`src/srtf_pkg.sv`:
```
package srtf_pkg;

  localparam int MAX_PROCS = 16;
  localparam int IDX_W = (MAX_PROCS > 1) ? $clog2(MAX_PROCS) : 1;
  localparam int CNT_W = $clog2(MAX_PROCS + 1);

  localparam logic CMD_LOAD = 1'b0;
  localparam logic CMD_TICK = 1'b1;

  typedef struct packed {
    logic        command;
    logic [7:0]  proc_id;
    logic [15:0] arrival_time;
    logic [15:0] burst_time;
  } in_item_t;

  typedef struct packed {
    logic [15:0] now;
    logic        idle;
    logic [7:0]  running_id;
    logic        segment_start;
    logic        finished;
    logic [15:0] first_run_time;
    logic [15:0] completion_time;
    logic [15:0] turnaround;
    logic [15:0] waiting;
    logic        all_done;
  } out_item_t;

  typedef struct packed {
    logic capture;
    logic scan_step;
    logic commit;
  } dp_cmd_t;

  typedef struct packed {
    logic table_empty;
    logic scan_last;
    logic out_free;
  } dp_status_t;

endpackage

```
`src/srtf_scheduler.sv`:
```
// Load beat: result registered in COMMIT once the output is free; the next beat is
//   taken back in IDLE. Tick beat: SCAN compares one table entry per cycle over the
//   loaded entries (skipped on an empty table), then COMMIT and IDLE as for a load.
// One beat is in work at a time; a new beat is taken while a result waits.
// Synchronous active-high rst clears counters, time, started/done flags and
//   the output valid flag; the process table and output data are not cleared.
module srtf_scheduler (
  input  logic                clk,
  input  logic                rst,
  input  logic                in_valid,
  output logic                in_ready,
  input  srtf_pkg::in_item_t  in_data,
  output logic                out_valid,
  input  logic                out_ready,
  output srtf_pkg::out_item_t out_data
);
  import srtf_pkg::*;

  dp_cmd_t    cmd;
  dp_status_t status;

  srtf_ctrl u_ctrl (
    .clk        (clk),
    .rst        (rst),
    .in_valid   (in_valid),
    .in_is_tick (in_data.command == CMD_TICK),
    .in_ready   (in_ready),
    .status     (status),
    .cmd        (cmd)
  );

  srtf_dp u_dp (
    .clk       (clk),
    .rst       (rst),
    .in_data   (in_data),
    .cmd       (cmd),
    .status    (status),
    .out_valid (out_valid),
    .out_ready (out_ready),
    .out_data  (out_data)
  );

endmodule

```
`src/srtf_ctrl.sv`:
```
module srtf_ctrl (
  input  logic                clk,
  input  logic                rst,
  input  logic                in_valid,
  input  logic                in_is_tick,
  output logic                in_ready,
  input  srtf_pkg::dp_status_t status,
  output srtf_pkg::dp_cmd_t    cmd
);
  import srtf_pkg::*;

  typedef enum logic [2:0] {
    ST_IDLE   = 3'b001,
    ST_SCAN   = 3'b010,
    ST_COMMIT = 3'b100
  } state_t;

  state_t state;
  state_t state_next;

  always_comb begin
    state_next = state;
    cmd = '0;
    in_ready = 1'b0;
    case (state)
      ST_IDLE: begin
        in_ready = 1'b1;
        if (in_valid) begin
          cmd.capture = 1'b1;
          if (in_is_tick && !status.table_empty) begin
            state_next = ST_SCAN;
          end else begin
            state_next = ST_COMMIT;
          end
        end
      end
      ST_SCAN: begin
        cmd.scan_step = 1'b1;
        if (status.scan_last) begin
          state_next = ST_COMMIT;
        end
      end
      ST_COMMIT: begin
        if (status.out_free) begin
          cmd.commit = 1'b1;
          state_next = ST_IDLE;
        end
      end
      default: begin
        state_next = ST_IDLE;
      end
    endcase
  end

  always_ff @(posedge clk) begin
    if (rst) begin
      state <= ST_IDLE;
    end else begin
      state <= state_next;
    end
  end

endmodule

```
`src/srtf_dp.sv`:
```
module srtf_dp (
  input  logic                 clk,
  input  logic                 rst,
  input  srtf_pkg::in_item_t   in_data,
  input  srtf_pkg::dp_cmd_t    cmd,
  output srtf_pkg::dp_status_t status,
  output logic                 out_valid,
  input  logic                 out_ready,
  output srtf_pkg::out_item_t  out_data
);
  import srtf_pkg::*;

  in_item_t item;

  logic [7:0]  tab_id      [MAX_PROCS];
  logic [15:0] tab_arrival [MAX_PROCS];
  logic [15:0] tab_burst   [MAX_PROCS];
  logic [15:0] tab_rem     [MAX_PROCS];
  logic [15:0] tab_first   [MAX_PROCS];
  logic [MAX_PROCS-1:0] started;
  logic [MAX_PROCS-1:0] done;

  logic [CNT_W-1:0] loaded_count;
  logic [CNT_W-1:0] unfinished_count;
  logic [CNT_W-1:0] unfinished_next;
  logic [15:0]      cur_time;
  logic [7:0]       last_run_id;
  logic             any_run_yet;

  logic [IDX_W-1:0] scan_idx;
  logic             found;
  logic [IDX_W-1:0] best_slot;
  logic [15:0]      best_rem;
  logic [15:0]      best_arr;
  logic [7:0]       best_id;
  logic [15:0]      best_burst;
  logic [15:0]      best_first;
  logic             best_started;

  logic             eligible;
  logic             better;
  logic             table_full;
  logic [IDX_W-1:0] load_slot;
  logic [15:0]      new_rem;
  logic             fin;
  logic [15:0]      ct;
  logic [15:0]      tat;
  out_item_t        out_next;

  assign table_full = (loaded_count == CNT_W'(MAX_PROCS));
  assign load_slot  = loaded_count[IDX_W-1:0];

  assign status.table_empty = (loaded_count == '0);
  assign status.scan_last   = ((CNT_W'(scan_idx) + CNT_W'(1)) == loaded_count);
  assign status.out_free    = !out_valid || out_ready;

  assign eligible = !done[scan_idx] && (tab_arrival[scan_idx] <= cur_time);
  always_comb begin
    better = !found;
    if (tab_rem[scan_idx] != best_rem) begin
      better = better || (tab_rem[scan_idx] < best_rem);
    end else if (tab_arrival[scan_idx] != best_arr) begin
      better = better || (tab_arrival[scan_idx] < best_arr);
    end else begin
      better = better || (tab_id[scan_idx] < best_id);
    end
  end

  assign new_rem = best_rem - 16'd1;
  assign fin     = (new_rem == 16'd0);
  assign ct      = cur_time + 16'd1;
  assign tat     = ct - best_arr;

  always_comb begin
    unfinished_next = unfinished_count;
    out_next = '0;
    out_next.now = cur_time;
    if (item.command == CMD_LOAD) begin
      if (!table_full && (item.burst_time != 16'd0)) begin
        unfinished_next = unfinished_count + CNT_W'(1);
      end
    end else if (found) begin
      out_next.running_id    = best_id;
      out_next.segment_start = !any_run_yet || (last_run_id != best_id);
      if (fin) begin
        if (unfinished_count != '0) begin
          unfinished_next = unfinished_count - CNT_W'(1);
        end
        out_next.finished        = 1'b1;
        out_next.first_run_time  = best_started ? best_first : cur_time;
        out_next.completion_time = ct;
        out_next.turnaround      = tat;
        out_next.waiting         = tat - best_burst;
      end
    end else begin
      out_next.idle = 1'b1;
    end
    out_next.all_done = (unfinished_next == '0);
  end

  // scan state and payload, output data and table writes on commit
  always_ff @(posedge clk) begin
    if (cmd.capture) begin
      item     <= in_data;
      scan_idx <= '0;
      found    <= 1'b0;
    end else if (cmd.scan_step) begin
      scan_idx <= scan_idx + IDX_W'(1);
      if (eligible && better) begin
        found        <= 1'b1;
        best_slot    <= scan_idx;
        best_rem     <= tab_rem[scan_idx];
        best_arr     <= tab_arrival[scan_idx];
        best_id      <= tab_id[scan_idx];
        best_burst   <= tab_burst[scan_idx];
        best_first   <= tab_first[scan_idx];
        best_started <= started[scan_idx];
      end
    end
    if (cmd.commit) begin
      out_data <= out_next;
      if (item.command == CMD_LOAD) begin
        if (!table_full) begin
          tab_id[load_slot]      <= item.proc_id;
          tab_arrival[load_slot] <= item.arrival_time;
          tab_burst[load_slot]   <= item.burst_time;
          tab_rem[load_slot]     <= item.burst_time;
        end
      end else if (found) begin
        tab_rem[best_slot] <= new_rem;
        if (!best_started) begin
          tab_first[best_slot] <= cur_time;
        end
      end
    end
  end

  always_ff @(posedge clk) begin
    if (rst) begin
      started          <= '0;
      done             <= '0;
      loaded_count     <= '0;
      unfinished_count <= '0;
      cur_time         <= '0;
      last_run_id      <= '0;
      any_run_yet      <= 1'b0;
      out_valid        <= 1'b0;
    end else begin
      if (out_valid && out_ready && !cmd.commit) begin
        out_valid <= 1'b0;
      end
      if (cmd.commit) begin
        out_valid        <= 1'b1;
        unfinished_count <= unfinished_next;
        if (item.command == CMD_LOAD) begin
          if (!table_full) begin
            started[load_slot] <= 1'b0;
            done[load_slot]    <= (item.burst_time == 16'd0);
            loaded_count       <= loaded_count + CNT_W'(1);
          end
        end else begin
          cur_time <= ct;
          if (found) begin
            last_run_id         <= best_id;
            any_run_yet         <= 1'b1;
            started[best_slot]  <= 1'b1;
            if (fin) begin
              done[best_slot] <= 1'b1;
            end
          end
        end
      end
    end
  end

endmodule

```
`config.mk`:
```
export PLATFORM = sky130hd
export DESIGN_NAME = srtf_scheduler
export DESIGN_NICKNAME = d
export VERILOG_FILES = /design/src/srtf_pkg.sv /design/src/srtf_scheduler.sv /design/src/srtf_ctrl.sv /design/src/srtf_dp.sv
export SDC_FILE = /design/constraint.sdc
export NUM_CORES = 1
export LEC_CHECK = 0
export ABC_AREA = 0
export BUFFER_PORTS_ARGS = -buffer_cell sky130_fd_sc_hd__buf_2
export CELL_PAD_IN_SITES_DETAIL_PLACEMENT = 0
export CELL_PAD_IN_SITES_GLOBAL_PLACEMENT = 1
export CORE_MARGIN = 8
export CORE_UTILIZATION = 45
export DETAILED_ROUTE_END_ITERATION = 7
export PLACE_DENSITY_LB_ADDON = 0.1
export SYNTH_ARGS = -nofsm -noshare
export SYNTH_HDL_FRONTEND = slang
export SYNTH_SLANG_ARGS = --single-unit
export TNS_END_PERCENT = 50
```
`constraint.sdc`:
```
create_clock -name clk -period 23.3 [get_ports clk]
set_input_delay 6.99 -clock clk [delete_from_list [all_inputs] [get_ports clk]]
set_output_delay 6.99 -clock clk [all_outputs]
set_load 0.005 [all_outputs]
```
==> key figures, run 1 <==
Critical path
  • CP peak stage delay: 1020 ps
  • Max stage delay cell, worst path: nor2_2
  • Delay-heaviest family, CP: simple AND/OR/NAND/NOR gates
  • Crit-path cells: buf_2 > nand2b_1 > nand3_1 > inv_4 > and3_2 > buf_4 > nand2b_1 > nor2_2
  • Critical Path Most Common Cell: nand2b_1
  • Worst Path Required: 23690 ps
  • CP Data Arrival Time: 10950 ps
  • Worst Path Buf+Inv: 3
  • Worst setup SP type: input port
  • Critical setup path kind: input port to flop
  • Largest fanout on the critical path: 51
  • CP endpoint kind: flop

Global route
  • First-pass GRT wire length: 218000 um
  • Antenna violations before repair: 7
  • Total global-route track usage: 21.4%
  • Gr ovfl total: 0
  • Vias in the first global route: 30800
  • Largest net degree at the start of global routing: 72

Cells and area
  • Share of layout cells above drive strength 1: 25.6%
  • ANT cells: 0
  • Area taken by multi-input logic gates: 14700 um^2
  • Sequential Area: 42500 um^2
  • Post-layout net count: 3380
  • Area delta synth->final: 13.7%
  • # fillers: 10200

Clocking
  • H-Tree Depth: 4
  • Clock sink count: 1442
  • Post-CTS Resized: 0
  • Skew-Pair Late Insertion Delay: 790 ps
  • Clock slew at reported path FFs: 60 ps
  • Clock Tree Buf Depth: 3
  • Setup Buffers After CTS: 0
  • CTS tree: yes
  • Cts bufs inserted: 151
  • Root buf cell: clkbuf_16
  • Hold-fix buffers at CTS: 0

Timing
  • Slew Limit Fails: 0
  • Setup-failing EPs final: 0
  • Final setup TNS: 0 ps
  • Hold WS: 469 ps
  • Final Hold Viols: 0
  • Slew @ Worst Pin: 1220 ps
  • Unrepaired setup endpoints after global routing: no
  • FMAX: 94.7 MHz
  • Period Utilization, post-route: 45.3%
  • Worst slew margin: 18.9%
  • Fin crit period: 10560 ps
  • Skew final: 27.6 ps

Yosys
  • Largest area contributor in the netlist: edfxtp_1
  • Commonest cells in the netlist: 1362 x edfxtp_1, 370 x mux4_2, 186 x nor2_1
  • Post-synth top area share: 70.6%
  • Yosys warnings: 0
  • Sequential area share after synthesis: 73.4%
  • Distinct cells, synth: 75
  • Mux cell area share after synthesis: 14.7%
  • Top cells by area, synth: edfxtp_1 71%, mux4_2 14%, dfxtp_1 2.8%
  • Ys flop type: edfxtp_1
  • Post-synthesis compound-gate area fraction: 2.89%
  • Largest family of logic cells by synthesized area: multiplexers
  • Count leader, synth: edfxtp_1
  • XOR/XNOR share of the synthesized area: 1.19%
  • Synthesized cell area: 57900 um^2
  • Synth async-reset ratio: 0%
  • Syn_nets: 3146
  • Post-synthesis simple-gate area fraction: 4.23%
  • Yosys reg bits: 1442
  • Post-Synthesis Cells: 3004
  • Syn_area_per_cell: 19.3 um^2
  • EDFF count, synth: 1362
  • Synth Area in Adders: 2.12%

Die
  • Die H: 375 um
  • Die width: 375 um
  • Die Area: 140000 um^2
  • Starting Density: 45.4%
  • Top-level port count: 139
  • Rows: 131
  • Placeable Area: 128000 um^2

Min path
  • Hold Path Class: flop to flop

Route
  • Iteration-0 DRC Markers: 2536
  • Vias: 29400
  • Via density: 5.85
  • Total wire length: 152000 um
  • Average wire per standard cell: 30.2 um
  • DRT Pass-1 Iters: 7
  • DRC viols: 0
  • DRT antenna net count: 0

Power
  • Total power density per cell area: 80.8 nW/um^2
  • Leak: 20.5 nW
  • Max IR drop VDD: 0.0783 mV

Flow run
  • Max_cap viols: 0

Placement
  • Port bufs: 138
  • Gpl congestion: 0.805
  • DP HPWL: 95000 um

Outcome
  • Outcome: complete, no violations
[stage by stage]
stage | utilization, % | power [W] | setup WS, ps | cell area, um^2 | instances
floorplan | - | 0.00294 | 11430 | 57900 | 3004
global placement | 47.8 | 0.00298 | 11980 | 61000 | 4747
detailed placement | 47.8 | 0.00299 | 11910 | 61000 | 4747
CTS | 51.6 | 0.00538 | 12760 | 65900 | 5028
global route | 51.6 | 0.00547 | 12480 | 65900 | 5028
finish | 51.6 | 0.00532 | 12740 | 65900 | 5028
[power breakdown]
group	internal, W	total, W	switching, W
Combinational	0.0000172	0.0000643	0.0000471
Sequential	0.00284	0.00286	0.0000210
Clock	0.00139	0.00239	0.00100
Total	0.00425	0.00532	0.00107
[worst paths after layout]
path                                                       start                          endpoint  slack [ps]  depth (start not counted)
worst min register to register  u_dp.last_run_id[3]$_SDFFE_PP0P_  u_dp.last_run_id[3]$_SDFFE_PP0P_         470                          2
worst min-delay path            u_dp.last_run_id[3]$_SDFFE_PP0P_  u_dp.last_run_id[3]$_SDFFE_PP0P_         470                          2
worst max register to register                              flop      u_dp.best_first[1]$_DFFE_PP_       15130                         16
worst max-delay path                                   out_ready  u_dp.tab_first[13][11]$_DFFE_PP_       12740                          8
[cells in the final DEF (no fill, tap or decap), types with 17 or more instances in the layout]
cell	instances
buf_2	138
nand2_1	84
mux2i_1	17
clkbuf_16	153
inv_1	89
o21ai_0	33
mux4_2	370
nand2b_1	18
nand4_1	18
xor2_1	19
nor2b_1	21
a21o_1	19
xnor2_1	57
clkinv_1	27
ha_1	95
nor2_1	159
dfxtp_1	72
nand3_1	31
and2_1	34
clkbuf_1	46
edfxtp_1	1362
clkinv_2	21
nor3_1	41
buf_4	83
a21oi_1	115
[worst register-to-register path: stages, from the launching register on]
cell	delay (ps)
dfxtp_4	700
buf_4	750
buf_4	610
buf_4	820
buf_4	670
mux4_2	610
mux4_2	700
ha_1	400
nand4_1	80
nor2_1	260
nand2_1	320
a211oi_1	330
nand3_1	280
nand2_1	160
a21oi_1	100
a211oi_4	280
buf_4	670
[area by class of cell]
type	instances	share of cell area [%]
inverter	92	0.528
clock buffer	200	6.09
tap	1662	3.16
clock inverter	81	1.36
multi-input combinational	1330	22.3
timing repair buffer	221	1.99
sequential	1442	64.5
[state kept, by name, summed over array words and instances, names as in the netlist, 4 cells and up, named ones only]
signal / cells
u_dp.scan_idx: 4
u_dp.best_slot: 4
u_dp.best_rem: 16
u_dp.unfinished_count: 5
u_dp.done: 16
u_dp.last_run_id: 8
u_dp.best_id: 8
u_dp.tab_id: 128
u_dp.tab_burst: 256
u_dp.best_arr: 16
u_dp.tab_rem: 256
u_dp.tab_first: 256
u_dp.loaded_count: 5
u_dp.best_first: 16
u_dp.cur_time: 16
u_dp.out_data: 92
u_dp.started: 16
u_dp.best_burst: 16
u_dp.tab_arrival: 256
u_dp.item: 41
[per-layer routing]
layer	global-route usage [%]	wire length, um
met4	6.06	3600
met5	0	0
met2	36.9	76900
met1	28.1	63300
met3	3.61	7940
[kinds of logic (layout without fill, tap and decap cells)]
logic type               count (synthesis)  in the layout
flip-flops                            1442           1442
multiplexers                           388            388
buffers and inverters                  232            594
AND/OR/NAND/NOR                        500            500
XOR/XNOR                                77             77
AO/OA/AOI/OAI                          268            268
adder cells (fa/ha/maj)                 97             97
(Power assumes the default switching activity.)
==> inputs of run 2 (changes only) <==
==> constraint.sdc (replaced) <==
create_clock -name clk -period 10.3 [get_ports clk]
set_input_delay 3.09 -clock clk [delete_from_list [all_inputs] [get_ports clk]]
set_output_delay 3.09 -clock clk [all_outputs]
set_load 0.005 [all_outputs]
==> key figures, run 2 (same netlist as run 1, synthesis figures left out) <==
Outcome
  • Outcome: complete, no violations

Timing
  • Final Hold Viols: 0 (unchanged)
  • Slew Limit Fails: 0 (unchanged)
  • Worst slew margin: 16.1% (-2.7 points)
  • Final setup TNS: 0 ps (unchanged)
  • Slew @ Worst Pin: 1260 ps (+42.7 ps)
  • Setup WS post-layout: 3620 ps (-9120 ps)
  • Setup-failing EPs final: 0 (unchanged)
  • Unrepaired setup endpoints after global routing: no
  • Period Utilization, post-route: 64.9%
  • Skew final: 33.2 ps (+5.63 ps)
  • FMAX: 150 MHz
  • Fin crit period: 6680 ps

Route
  • Vias: 29500 (+0.33%)
  • DRT antenna net count: 0 (unchanged)
  • Average wire per standard cell: 30.4 um (+0.74%)
  • Total wire length: 153000 um (+0.70%)
  • Via density: 5.87 (+0.37%)
  • Iteration-0 DRC Markers: 2487 (-1.9%)
  • DRT Pass-1 Iters: 5 (-2)
  • DRC viols: 0 (unchanged)

Power
  • Cell-internal power: 0.00970 W (+130%)
  • Leak: 20.6 nW (+0.25%)
  • Sw power: 0.00246 W (+130%)
  • Total power density per cell area: 184 nW/um^2 (+130%)
  • Max IR drop VDD: 0.142 mV (+81%)
  • Overall Power: 0.0122 W (+130%)
  • Register share of total power: 53.3% (-0.5 points)
  • Switching fraction of total power: 20.2% (+0.073 points)
  • Clock Power Share: 45.5% (+0.5 points)
  • Combinational power share: 1.2% (about the same)

Die
  • Top-level port count: 139 (unchanged)
  • Die width: 375 um (unchanged)
  • Die Area: 140000 um^2 (unchanged)
  • Die H: 375 um (unchanged)
  • Starting Density: 45.4% (unchanged)
  • Placeable Area: 128000 um^2 (unchanged)
  • Rows: 131 (unchanged)

Cells and area
  • ANT cells: 0 (unchanged)
  • # fillers: 10100 (-0.83%)
  • Area taken by multi-input logic gates: 14700 um^2 (unchanged)
  • Post-layout util: 51.7% (+0.097 points)
  • Most frequent cells in the layout: 1362 x edfxtp_1, 370 x mux4_2, 159 x nor2_1
  • Layout Cells excl Fill: 5026 (-0.040%)
  • Commonest non-fill, non-tap cell in the layout: edfxtp_1
  • Share of layout cells above drive strength 1: 25.8% (+0.16 points)
  • Sequential Area: 42500 um^2 (unchanged)
  • Area delta synth->final: 14.0%
  • Post-layout net count: 3379 (-0.030%)

Global route
  • Vias in the first global route: 30400 (-1.1%)
  • Gr ovfl total: 0 (unchanged)
  • Largest net degree at the start of global routing: 111 (+54%)
  • First-pass GRT wire length: 221000 um (+1.2%)
  • Antenna violations before repair: 9 (+2)
  • Total global-route track usage: 21.6% (+0.22 points)

Clocking
  • Post-CTS Resized: 0 (unchanged)
  • H-Tree Depth: 4 (unchanged)
  • Clock slew at reported path FFs: 60 ps (about the same)
  • Clock Tree Buf Depth: 3 (unchanged)
  • Cts bufs inserted: 153 (+1.3%)
  • Setup Buffers After CTS: 0 (unchanged)
  • Root buf cell: clkbuf_16
  • Hold-fix buffers at CTS: 0 (unchanged)
  • CTS tree: yes
  • Clock sink count: 1442 (unchanged)
  • Skew-Pair Late Insertion Delay: 790 ps (about the same)

Critical path
  • Largest fanout on the critical path: 40 (-22%)
  • CP Data Arrival Time: 7140 ps (-3810 ps)
  • CP peak stage delay: 870 ps (-150 ps)
  • Crit-path cells: buf_2 > nand2b_1 > nand3_1 > inv_4 > and3_2 > buf_4 > mux2i_1 > nand2_1 > nor2_1 > buf_4
  • Worst Path Required: 10760 ps (-12930 ps)
  • CP endpoint kind: flop
  • Worst setup SP type: input port
  • Critical setup path kind: input port to flop
  • Critical Path Most Common Cell: buf_4
  • Max stage delay cell, worst path: nor2_1

Placement
  • Pre-CTS WS: 2830 ps (-9080 ps)
  • Gpl congestion: 0.829 (+2.9%)
  • Port bufs: 138 (unchanged)
  • DP HPWL: 93700 um (-1.5%)
  • Inst Count DP: 4744 (-0.063%)

Min path
  • Hold Path Class: flop to flop

Flow run
  • Max_cap viols: 0 (unchanged)
## run 2: routing by layer
metal | vias up | GRT usage, % | wire, um
met4 | 0 | 5.17 | 3110
met3 | 205 | 3.48 | 7360
met2 | 872 | 37.3 | 78000
li1 | 12600 | - | -
met1 | 15800 | 28.9 | 64300
met5 | - | 0 | 0
## run 2: worst paths after layout
check,to,slack (ps),depth (start not counted),startpoint
setup / recovery,u_dp.tab_rem[5][0]$_DFFE_PP_,3620,10,out_ready
hold / removal,u_dp.last_run_id[6]$_SDFFE_PP0P_,480,2,u_dp.last_run_id[6]$_SDFFE_PP0P_
setup reg to reg,u_dp.best_burst[6]$_DFFE_PP_,4260,13,flop
hold reg to reg,u_dp.last_run_id[6]$_SDFFE_PP0P_,480,2,u_dp.last_run_id[6]$_SDFFE_PP0P_
## run 2: power by group through the flow
stage	registers (W)	clock network [W]	logic, W
3_3_place_gp	0.00660	0	0.000147
3_5_place_dp	0.00660	0	0.000153
2_1_floorplan	0.00659	0	0.0000644
6_report	0.00648	0.00553	0.000150
4_1_cts	0.00648	0.00564	0.000153
5_1_grt	0.00648	0.00586	0.000163
## run 2: per-stage QoR
stage | cell area [um^2] | hold WS [ps]
final | 66000 | 478
after global routing | 66000 | 498
after CTS | 66000 | 476
after detailed placement | 61000 | 467
after global placement | 61000 | 457
after floorplan | 57900 | 406
## run 2: area by class of cell
type | instances | area share (%)
clock buffer | 198 | 6.20
clock inverter | 84 | 1.43
inverter | 92 | 0.527
multi-input combinational | 1330 | 22.3
sequential | 1442 | 64.4
tap | 1662 | 3.15
timing repair buffer | 218 | 1.99
## run 2: critical path: cells and delay by family
family,cells,cell delay (ps)
and+or+nand+nor,5,2080
buffers and inverters,4,1540
muxes,1,380
